[config.mk]
export PLATFORM = sky130hd
export DESIGN_NAME = strain_press_detector
export DESIGN_NICKNAME = d
export VERILOG_FILES = /design/src/rtl/spd_pkg.sv /design/src/rtl/spd_cfg.sv /design/src/rtl/spd_ctrl.sv /design/src/rtl/spd_dp.sv /design/src/rtl/strain_press_detector.sv
export SDC_FILE = /design/constraint.sdc
export NUM_CORES = 2
export LEC_CHECK = 0
export BUFFER_PORTS_ARGS = -buffer_cell sky130_fd_sc_hd__buf_2
export CORE_MARGIN = 2
export CORE_UTILIZATION = 65
export DETAILED_ROUTE_END_ITERATION = 12
export PLACE_DENSITY_LB_ADDON = 0.05
export SYNTH_ARGS = -nofsm -noshare
export SYNTH_HDL_FRONTEND = slang
export SYNTH_SLANG_ARGS = --single-unit
export TNS_END_PERCENT = 30
[constraint.sdc]
create_clock -name clk_i -period 8.9 [get_ports clk_i]
set_clock_uncertainty 0.2 [all_clocks]
set_input_delay 0.89 -clock clk_i [delete_from_list [all_inputs] [get_ports clk_i]]
set_output_delay 0.89 -clock clk_i [all_outputs]
set_load 0.005 [all_outputs]
[src/rtl/spd_pkg.sv]
package spd_pkg;

  localparam int SAMPLE_BITS_DEF = 24;
  localparam int DEBOUNCE_MS     = 30;

  localparam int ALPHA_W   = 14;
  localparam int SCALE_W   = 16;
  localparam int HYST_W    = 31;
  localparam int DATA_W    = 32;
  localparam int CFG_IDX_W = 3;

  localparam logic [ALPHA_W-1:0] ALPHA_MIN = ALPHA_W'(1);
  localparam logic [ALPHA_W-1:0] ALPHA_MAX = ALPHA_W'(13107);

  localparam logic [CFG_IDX_W-1:0] CFG_PRESS_THR  = CFG_IDX_W'(0);
  localparam logic [CFG_IDX_W-1:0] CFG_REL_HYST   = CFG_IDX_W'(1);
  localparam logic [CFG_IDX_W-1:0] CFG_FORCE_SCL  = CFG_IDX_W'(2);
  localparam logic [CFG_IDX_W-1:0] CFG_BASE_ALPHA = CFG_IDX_W'(3);
  localparam logic [CFG_IDX_W-1:0] CFG_INVERT     = CFG_IDX_W'(4);

  localparam logic [DATA_W-1:0]  PRESS_THR_RST = DATA_W'(1000);
  localparam logic [HYST_W-1:0]  REL_HYST_RST  = HYST_W'(200);
  localparam logic [SCALE_W-1:0] FORCE_SCL_RST = SCALE_W'(256);
  localparam logic [ALPHA_W-1:0] ALPHA_RST     = ALPHA_W'(66);

  typedef struct packed {
    logic [DATA_W-1:0]  press_thr;
    logic [DATA_W-1:0]  rel_thr;
    logic [SCALE_W-1:0] scale;
    logic [ALPHA_W-1:0] alpha;
    logic               invert;
  } spd_cfg_t;

  typedef struct packed {
    logic accept;
    logic diff_en;
    logic diff_neg;
    logic bmul_en;
    logic badd_en;
    logic pmul_en;
    logic eval_en;
    logic zero_en;
  } spd_cmd_t;

  typedef struct packed {
    logic seeded;
    logic is_pressed;
  } spd_sts_t;

endpackage

[src/rtl/spd_cfg.sv]
module spd_cfg import spd_pkg::*; (
  input  logic                 clk_i,
  input  logic                 rst_ni,
  input  logic                 cfg_valid_i,
  output logic                 cfg_ready_o,
  input  logic [CFG_IDX_W-1:0] cfg_index_i,
  input  logic [DATA_W-1:0]    cfg_data_i,
  output spd_cfg_t             cfg_o
);

  logic [DATA_W-1:0]  thr_q, thr_d;
  logic [HYST_W-1:0]  hyst_q, hyst_d;
  logic [SCALE_W-1:0] scale_q, scale_d;
  logic [ALPHA_W-1:0] alpha_q, alpha_d;
  logic               inv_q, inv_d;
  logic [DATA_W-1:0]  rel_q, rel_d;
  logic [ALPHA_W-1:0] alpha_raw;
  logic [DATA_W-1:0]  hyst_x;

  assign cfg_ready_o = 1'b1;
  assign alpha_raw   = cfg_data_i[ALPHA_W-1:0];
  assign hyst_x      = {1'b0, hyst_q};

  always_comb begin
    thr_d   = thr_q;
    hyst_d  = hyst_q;
    scale_d = scale_q;
    alpha_d = alpha_q;
    inv_d   = inv_q;
    if (cfg_valid_i) begin
      unique case (cfg_index_i)
        CFG_PRESS_THR:  thr_d   = cfg_data_i;
        CFG_REL_HYST:   hyst_d  = cfg_data_i[HYST_W-1:0];
        CFG_FORCE_SCL:  scale_d = cfg_data_i[SCALE_W-1:0];
        CFG_BASE_ALPHA: begin
          priority if (alpha_raw < ALPHA_MIN) begin
            alpha_d = ALPHA_MIN;
          end else if (alpha_raw > ALPHA_MAX) begin
            alpha_d = ALPHA_MAX;
          end else begin
            alpha_d = alpha_raw;
          end
        end
        CFG_INVERT:     inv_d   = cfg_data_i[0];
        default: ;
      endcase
    end
  end

  // clamp hysteresis to the press level
  always_comb begin
    if ($signed(hyst_x) > $signed(thr_q)) begin
      rel_d = '0;
    end else begin
      rel_d = thr_q - hyst_x;
    end
  end

  always_ff @(posedge clk_i or negedge rst_ni) begin
    if (!rst_ni) begin
      thr_q   <= PRESS_THR_RST;
      hyst_q  <= REL_HYST_RST;
      scale_q <= FORCE_SCL_RST;
      alpha_q <= ALPHA_RST;
      inv_q   <= 1'b0;
      rel_q   <= PRESS_THR_RST - DATA_W'(REL_HYST_RST);
    end else begin
      thr_q   <= thr_d;
      hyst_q  <= hyst_d;
      scale_q <= scale_d;
      alpha_q <= alpha_d;
      inv_q   <= inv_d;
      rel_q   <= rel_d;
    end
  end

  assign cfg_o.press_thr = thr_q;
  assign cfg_o.rel_thr   = rel_q;
  assign cfg_o.scale     = scale_q;
  assign cfg_o.alpha     = alpha_q;
  assign cfg_o.invert    = inv_q;

endmodule

[src/rtl/spd_ctrl.sv]
module spd_ctrl import spd_pkg::*; (
  input  logic     clk_i,
  input  logic     rst_ni,
  input  logic     in_valid_i,
  output logic     in_stall_o,
  input  logic     action_i,
  output logic     out_valid_o,
  input  logic     out_stall_i,
  input  spd_sts_t sts_i,
  output spd_cmd_t cmd_o
);

  typedef enum logic [7:0] {
    S_IDLE  = 8'b0000_0001,
    S_DIFF  = 8'b0000_0010,
    S_BMUL  = 8'b0000_0100,
    S_BADD  = 8'b0000_1000,
    S_DIFF2 = 8'b0001_0000,
    S_PMUL  = 8'b0010_0000,
    S_EVAL  = 8'b0100_0000,
    S_ZOUT  = 8'b1000_0000
  } state_e;

  state_e state_q, state_d;
  logic   out_valid_q, out_valid_d;
  logic   out_free;

  assign out_free   = !out_valid_q || !out_stall_i;
  assign in_stall_o = (state_q != S_IDLE);

  always_comb begin
    state_d = state_q;
    cmd_o   = '0;
    unique case (state_q)
      S_IDLE: begin
        if (in_valid_i) begin
          cmd_o.accept = 1'b1;
          priority if (action_i || !sts_i.seeded) begin
            state_d = S_ZOUT;
          end else if (sts_i.is_pressed) begin
            state_d = S_DIFF2;
          end else begin
            state_d = S_DIFF;
          end
        end
      end
      S_DIFF: begin
        cmd_o.diff_en = 1'b1;
        state_d       = S_BMUL;
      end
      S_BMUL: begin
        cmd_o.bmul_en = 1'b1;
        state_d       = S_BADD;
      end
      S_BADD: begin
        cmd_o.badd_en = 1'b1;
        state_d       = S_DIFF2;
      end
      S_DIFF2: begin
        cmd_o.diff_en  = 1'b1;
        cmd_o.diff_neg = 1'b1;
        state_d        = S_PMUL;
      end
      S_PMUL: begin
        cmd_o.pmul_en = 1'b1;
        state_d       = S_EVAL;
      end
      S_EVAL: begin
        if (out_free) begin
          cmd_o.eval_en = 1'b1;
          state_d       = S_IDLE;
        end
      end
      S_ZOUT: begin
        if (out_free) begin
          cmd_o.zero_en = 1'b1;
          state_d       = S_IDLE;
        end
      end
      default: state_d = S_IDLE;
    endcase
  end

  always_comb begin
    priority if (cmd_o.eval_en || cmd_o.zero_en) begin
      out_valid_d = 1'b1;
    end else if (!out_stall_i) begin
      out_valid_d = 1'b0;
    end else begin
      out_valid_d = out_valid_q;
    end
  end

  always_ff @(posedge clk_i or negedge rst_ni) begin
    if (!rst_ni) begin
      state_q     <= S_IDLE;
      out_valid_q <= 1'b0;
    end else begin
      state_q     <= state_d;
      out_valid_q <= out_valid_d;
    end
  end

  assign out_valid_o = out_valid_q;

endmodule

[src/rtl/spd_dp.sv]
module spd_dp import spd_pkg::*; #(
  parameter int SAMPLE_BITS = SAMPLE_BITS_DEF
) (
  input  logic                   clk_i,
  input  logic                   rst_ni,
  input  spd_cmd_t               cmd_i,
  input  spd_cfg_t               cfg_i,
  input  logic                   action_i,
  input  logic [SAMPLE_BITS-1:0] sample_i,
  input  logic [DATA_W-1:0]      now_ms_i,
  output spd_sts_t               sts_o,
  output logic                   force_valid_o,
  output logic [DATA_W-1:0]      force_res_o,
  output logic                   changed_o,
  output logic                   pressed_o,
  output logic                   trigger_click_o
);

  localparam int FW = SAMPLE_BITS + 8;
  localparam int BW = SAMPLE_BITS + 16;
  localparam int DW = BW + 1;
  localparam int MW = DW + ALPHA_W + 1;
  localparam int PW = DW + SCALE_W;
  localparam int HW = PW - 24;
  localparam int SW = (HW > DATA_W + 1) ? HW : DATA_W + 1;

  localparam logic signed [SW-1:0] RES_MAX = SW'($signed(32'h7fff_ffff));
  localparam logic signed [SW-1:0] RES_MIN = SW'($signed(32'h8000_0000));

  logic                 seeded_q;
  logic                 pressed_q;
  logic [FW-1:0]        f_q;
  logic [BW-1:0]        b_q;
  logic [DATA_W-1:0]    last_q;
  logic [DATA_W-1:0]    now_q;
  logic signed [DW-1:0] d_q;
  logic signed [MW-1:0] prod_q;
  logic signed [PW-1:0] p_q;

  logic                 fv_q, chg_q, prs_q, clk_q;
  logic [DATA_W-1:0]    res_q;

  logic [FW-1:0]        s_f;
  logic [BW-1:0]        f_sh;
  logic signed [FW:0]   f_diff;
  logic signed [FW:0]   f_step;
  logic signed [DW-1:0] d_l, d_r, d_next;
  logic signed [SW-1:0] sh_x, thr_x, rel_x;
  logic [DATA_W-1:0]    sat;
  logic                 press_hit, rel_hit, gap_ok;

  assign s_f    = {sample_i, 8'b0};
  assign f_sh   = {f_q, 8'b0};
  assign f_diff = $signed({s_f[FW-1], s_f}) - $signed({f_q[FW-1], f_q});
  assign f_step = f_diff >>> 2;

  assign d_l    = $signed({f_sh[BW-1], f_sh});
  assign d_r    = $signed({b_q[BW-1], b_q});
  assign d_next = cmd_i.diff_neg && cfg_i.invert ? d_r - d_l : d_l - d_r;

  assign sh_x  = SW'($signed(p_q[PW-1:24]));
  assign thr_x = SW'($signed(cfg_i.press_thr));
  assign rel_x = SW'($signed(cfg_i.rel_thr));

  always_comb begin
    priority if (sh_x > RES_MAX) begin
      sat = RES_MAX[DATA_W-1:0];
    end else if (sh_x < RES_MIN) begin
      sat = RES_MIN[DATA_W-1:0];
    end else begin
      sat = sh_x[DATA_W-1:0];
    end
  end

  assign press_hit = (sh_x >= thr_x);
  assign rel_hit   = (sh_x < rel_x) || ((sh_x == rel_x) && (p_q[23:0] == '0));
  assign gap_ok    = ((now_q - last_q) >= DATA_W'(DEBOUNCE_MS));

  always_ff @(posedge clk_i or negedge rst_ni) begin
    if (!rst_ni) begin
      seeded_q  <= 1'b0;
      pressed_q <= 1'b0;
      f_q       <= '0;
      b_q       <= '0;
      last_q    <= '0;
    end else begin
      if (cmd_i.accept) begin
        priority if (action_i) begin
          b_q <= f_sh;
        end else if (!seeded_q) begin
          f_q      <= s_f;
          b_q      <= {sample_i, 16'b0};
          seeded_q <= 1'b1;
        end else begin
          f_q <= f_q + f_step[FW-1:0];
        end
      end
      if (cmd_i.badd_en) begin
        b_q <= b_q + prod_q[MW-1:16];
      end
      if (cmd_i.eval_en && gap_ok) begin
        priority if (!pressed_q && press_hit) begin
          pressed_q <= 1'b1;
          last_q    <= now_q;
        end else if (pressed_q && rel_hit) begin
          pressed_q <= 1'b0;
          last_q    <= now_q;
        end else begin
          pressed_q <= pressed_q;
        end
      end
    end
  end

  always_ff @(posedge clk_i) begin
    if (cmd_i.accept) begin
      now_q <= now_ms_i;
    end
    if (cmd_i.diff_en) begin
      d_q <= d_next;
    end
    if (cmd_i.bmul_en) begin
      prod_q <= d_q * $signed({1'b0, cfg_i.alpha});
    end
    if (cmd_i.pmul_en) begin
      p_q <= d_q * $signed(cfg_i.scale);
    end
    if (cmd_i.zero_en) begin
      fv_q  <= 1'b0;
      res_q <= '0;
      chg_q <= 1'b0;
      prs_q <= 1'b0;
      clk_q <= 1'b0;
    end else if (cmd_i.eval_en) begin
      fv_q  <= 1'b1;
      res_q <= sat;
      priority if (!pressed_q && press_hit && gap_ok) begin
        chg_q <= 1'b1;
        prs_q <= 1'b1;
        clk_q <= 1'b1;
      end else if (pressed_q && rel_hit && gap_ok) begin
        chg_q <= 1'b1;
        prs_q <= 1'b0;
        clk_q <= 1'b0;
      end else begin
        chg_q <= 1'b0;
        prs_q <= 1'b0;
        clk_q <= 1'b0;
      end
    end
  end

  assign sts_o.seeded     = seeded_q;
  assign sts_o.is_pressed = pressed_q;

  assign force_valid_o   = fv_q;
  assign force_res_o     = res_q;
  assign changed_o       = chg_q;
  assign pressed_o       = prs_q;
  assign trigger_click_o = clk_q;

endmodule

[src/rtl/strain_press_detector.sv]
// Press/release detector for a load-cell pad.
// Input channel: one word per converter sample or calibrate action, taken
// when in_valid_i is high and in_stall_o is low. Output channel: one result
// word per input word, taken when out_valid_o is high and out_stall_i is low.
// Configuration: cfg_index_i selects press threshold, release hysteresis,
// force scale, baseline alpha or sign inversion; cfg_ready_o is always high.
// Steps from input accept to loading the output register:
//   calibrate or seeding sample: zero result word only
//   sample while pressed: difference, force multiply, evaluate
//   sample while released: baseline difference, multiply, update, then as pressed
// One word is worked on at a time; the controller walks the shared
// difference register and the multiply steps, taking no new word until the
// last one has loaded the output register, which holds a finished word
// while the receiver stalls; the last step waits until that register frees.
// Reset clears the filter, baseline, pressed state and edge time, and loads
// the register defaults; the first sample after reset seeds the filter.
module strain_press_detector import spd_pkg::*; #(
  parameter int SAMPLE_BITS = SAMPLE_BITS_DEF
) (
  input  logic                   clk_i,
  input  logic                   rst_ni,
  input  logic                   in_valid_i,
  output logic                   in_stall_o,
  input  logic                   action_i,
  input  logic [SAMPLE_BITS-1:0] sample_i,
  input  logic [DATA_W-1:0]      now_ms_i,
  output logic                   out_valid_o,
  input  logic                   out_stall_i,
  output logic                   force_valid_o,
  output logic [DATA_W-1:0]      force_res_o,
  output logic                   changed_o,
  output logic                   pressed_o,
  output logic                   trigger_click_o,
  input  logic                   cfg_valid_i,
  output logic                   cfg_ready_o,
  input  logic [CFG_IDX_W-1:0]   cfg_index_i,
  input  logic [DATA_W-1:0]      cfg_data_i
);

  spd_cfg_t cfg;
  spd_cmd_t cmd;
  spd_sts_t sts;

  spd_cfg u_cfg (
    .clk_i       (clk_i),
    .rst_ni      (rst_ni),
    .cfg_valid_i (cfg_valid_i),
    .cfg_ready_o (cfg_ready_o),
    .cfg_index_i (cfg_index_i),
    .cfg_data_i  (cfg_data_i),
    .cfg_o       (cfg)
  );

  spd_ctrl u_ctrl (
    .clk_i       (clk_i),
    .rst_ni      (rst_ni),
    .in_valid_i  (in_valid_i),
    .in_stall_o  (in_stall_o),
    .action_i    (action_i),
    .out_valid_o (out_valid_o),
    .out_stall_i (out_stall_i),
    .sts_i       (sts),
    .cmd_o       (cmd)
  );

  spd_dp #(
    .SAMPLE_BITS (SAMPLE_BITS)
  ) u_dp (
    .clk_i           (clk_i),
    .rst_ni          (rst_ni),
    .cmd_i           (cmd),
    .cfg_i           (cfg),
    .action_i        (action_i),
    .sample_i        (sample_i),
    .now_ms_i        (now_ms_i),
    .sts_o           (sts),
    .force_valid_o   (force_valid_o),
    .force_res_o     (force_res_o),
    .changed_o       (changed_o),
    .pressed_o       (pressed_o),
    .trigger_click_o (trigger_click_o)
  );

endmodule

==> results.md <==
- Outcome: completed
- Number of clock buffers inserted by TritonCTS: 56
- FP Rows: between 100 and 150
- Transition at the pin with the smallest max-transition slack: ~1300 ps
- Die height: between 300 and 400 um
- CTS Root Cell: sky130_fd_sc_hd__clkbuf_16
- P&R area growth vs syn: 5.29%
- Total grt overflow: 0
- Data required time of the worst path: between 9000 and 10000 ps
- Number of max-capacitance violations reported: 0
- Drt via density: 5.77
- Achievable frequency: roughly 120 MHz
- Vias after detailed routing: roughly 54000
- Max stage delay on crit path: around 1200 ps
- Setup repair after global routing missed its margin: no
- Mean post-synth cell area: around 8.9 um2
- Initial DRC count: between 3000 and 4000
- Pin count of the biggest net entering global routing: between 70 and 80
- Synthesized instance count: about 7900
- WL/cell: about 19 um
- Remaining number of nets flagged by the antenna check after routing: 0
- Max-slew violation count: 0
- Max stage delay cell, worst path: sky130_fd_sc_hd__edfxtp_1
- Accumulated negative setup slack: 0 ps
- Final hold slack: 210 ps
- Part of the Yosys area used for sequential elements: between 10% and 20%
- Maximum root-to-sink buffer count: 3
- Synthesis-stage register bit count: between 400 and 500
- Initial antenna violation count: 4
- Fraction of layout cells with a size suffix above 1: under 10%
- Detailed-routed wire length on met2: 86800 um
- Kind of start point of the critical path: register
- Total wire length after detailed routing: about 180000 um
- Clock latency reported for the late side of the worst-skew pair: between 600 and 700 ps
- Cell Chain, Critical Path: nand2_1, fa_1, fa_1, fa_1, inv_1, fa_1, fa_1, fa_1, ha_1, nand3_1, nor3_1, o21ai_0, a41oi_1, o211ai_1, o31ai_1, and3_1, nor2_1, a31oi_1, a41oi_1, a21boi_0, xor2_1
- Final critical path time including I/O delays and setup: ~8400 ps
- DR DRC count: 0
- Highest metal layer with signal wires: met5
- Area taken by flip-flops and latches: 0.0119 mm2
- Wl on met1: 74600 um
- Period utilization: between 90 and 100%
- Syn nets: 9706
- Hold violation count in the final report: 0
- Synth Cell Area: about 0.07 mm2
- Endpoint arrival time on the critical path: ~8600 ps
- Met3 routed WL: roughly 13000 um
- Most frequent cells after synthesis: sky130_fd_sc_hd__inv_1 (1537), sky130_fd_sc_hd__fa_1 (1134), sky130_fd_sc_hd__nand2_1 (1002)
- Setup slack after layout: ~500 ps
- Most repeated library cell on the critical path: sky130_fd_sc_hd__fa_1
- Area of the die: 0.111 mm2
- Global-route wire length before repair: roughly 300000 um
- Fill cell count: around 8800
- Most common cell in the netlist: sky130_fd_sc_hd__inv_1
- Number of failing setup endpoints in the final timing report: 0
- EDFF count, synth: 170
- Overall fraction of global-route tracks in use: approximately 34%
- Crit Path Category: register to register
- Placeable core region: ~0.11 mm2
- Ports: between 100 and 150
- Multi-input gate area: between 0.05 and 0.06 mm2
- Core utilization of the finished layout: between 60 and 70%
- Setup slack after placement: around 640 ps
- IO buf count: ~130
- Count of TritonRoute iterations in the first routing pass: 6
- Kind of capture point of the worst setup path: register
- Area share of the largest cell type after synthesis: 32.1%
- Top FF cell, synth: sky130_fd_sc_hd__dfrtp_1
- YS warnings: 0
- Sum of net half-perimeters after detailed placement: 146000 um
- Worst min-delay path category: primary input to register
- Largest area contributor in the synthesized netlist: sky130_fd_sc_hd__fa_1
- Clock tree from TritonCTS: done
- Normalized max-slew margin: between 10% and 20%
- Starting Density: approximately two thirds
- Sinks on the clock net: roughly 450
- Clock slew at the register clock pins of the worst setup and hold paths: ~60 ps
- CTS H-Tree Depth: 2
- Final net count: approximately 9600
- Critical path peak fanout: 30
- Asr flop ratio synth: ~54%
- Main area contributors after synthesis: sky130_fd_sc_hd__fa_1 (32%), sky130_fd_sc_hd__ha_1 (10%), sky130_fd_sc_hd__inv_1 (8.2%)
- Vias in the first global route: between 50000 and 60000
- Placer congestion estimate: between 0.9 and 1
- Unique cell type count in the Yosys netlist: 86
- Floorplan die width: around 330 um
-- final timing paths --
kind	startpoint	to	slack (ps)	depth (start not counted)
max in group asynchronous	rst_ni	u_dp.last_q[2]	5850	4
min reg2reg	u_dp.changed_o	u_dp.changed_o	260	2
min in group asynchronous	rst_ni	u_cfg.thr_q[23]	600	2
min	now_ms_i[16]	u_dp.now_q[16]	210	1
max	u_dp.d_q[2]	u_dp.prod_q[54]	510	21
max reg2reg	u_dp.d_q[2]	u_dp.prod_q[54]	510	21
-- through the flow --
| step | instance area (um2) | cells |
|---|---|---|
| CTS | 74500 | 9286 |
| global placement | 72600 | 9179 |
| floorplan | 70700 | 7905 |
| global route | 74500 | 9288 |
| finish | 74500 | 9288 |
| detailed placement | 72600 | 9179 |
-- what timing repair did --
action                                 in CTS  in global routing
gates resized for setup                     0                  0
hold buffers                                1                  0
setup buffers                               0                  0
endpoints found under the hold margin      14                  0
-- kinds of logic (layout without fill, tap and decap cells) --
group           Yosys count  in the layout  share of synthesized area (%)
mux                      95             95                           1.58
fa+ha+maj              1704           1704                           42.2
xor+xnor                264            264                           3.27
simple gates           2306           2306                           15.5
other cells               1              3                        0.00530
flops                   446            446                           16.8
buf+inv                1924           1891                           10.3
compound gates         1165           1165                           10.4
-- per-layer routing --
layer  up-vias  GRT usage, %
met4         2          11.4
met5         -             0
li1      24600             -
met2      1872          56.3
met1     26800          44.4
met3       377          5.67
-- final cells by class --
cell class / count / share of cell area (%)
Multi-Input combinational cell: 5535 / 69.3
Antenna cell: 2 / 0.00672
Timing Repair Buffer: 247 / 2.06
Clock inverter: 27 / 0.351
Clock buffer: 79 / 2.19
Tap cell: 1414 / 2.38
Sequential cell: 446 / 15.9
Inverter: 1538 / 7.75
-- sequential cells by signal (all words and copies together) (netlist names) --
signal / cells
u_dp.d_q: 41
u_dp.f_q: 32
u_dp.force_res_o: 32
u_dp.last_q: 32
u_cfg.alpha_q: 14
u_cfg.thr_q: 32
u_dp.p_q: 57
u_dp.trigger_click_o: 1
u_cfg.rel_q: 32
u_ctrl.state_q: 8
u_dp.pressed_q: 1
u_dp.seeded_q: 1
u_cfg.inv_q: 1
u_dp.prod_q: 40
u_dp.b_q: 40
u_cfg.hyst_q: 31
u_dp.force_valid_o: 1
u_dp.now_q: 32
u_cfg.scale_q: 16
u_dp.changed_o: 1
u_ctrl.out_valid_o: 1
-- layout by cell type (no fill, tap or decap), types with 59 or more instances in the layout --
cell type,netlist,routed
sky130_fd_sc_hd__ha_1,570,570
sky130_fd_sc_hd__buf_2,5,133
sky130_fd_sc_hd__xor2_1,84,84
sky130_fd_sc_hd__a21o_1,134,134
sky130_fd_sc_hd__xnor2_1,180,180
sky130_fd_sc_hd__edfxtp_1,170,170
sky130_fd_sc_hd__nand3_1,77,76
sky130_fd_sc_hd__nand2b_1,59,59
sky130_fd_sc_hd__and2_1,480,479
sky130_fd_sc_hd__buf_4,2,112
sky130_fd_sc_hd__a21oi_1,312,311
sky130_fd_sc_hd__clkbuf_16,0,59
sky130_fd_sc_hd__nor3_1,94,94
sky130_fd_sc_hd__nand2_1,1002,1002
sky130_fd_sc_hd__nor2b_1,59,59
sky130_fd_sc_hd__dfrtp_1,225,225
sky130_fd_sc_hd__nand4_1,60,60
sky130_fd_sc_hd__fa_1,1134,1134
sky130_fd_sc_hd__o211ai_1,65,65
sky130_fd_sc_hd__nor2_1,358,356
sky130_fd_sc_hd__inv_1,1537,1536
sky130_fd_sc_hd__o21ai_0,287,287
-- critical path: cells and delay by family (launching register included) --
kind,cells,cell delay [ps]
buf+inv,1,50
compound gates,7,2460
simple gates,5,910
xor+xnor,1,90
flops,1,1220
fa+ha+maj,7,3180
Power is not shown: default switching activity piles up to over one toggle a cycle in this logic, so the estimate is an artifact.
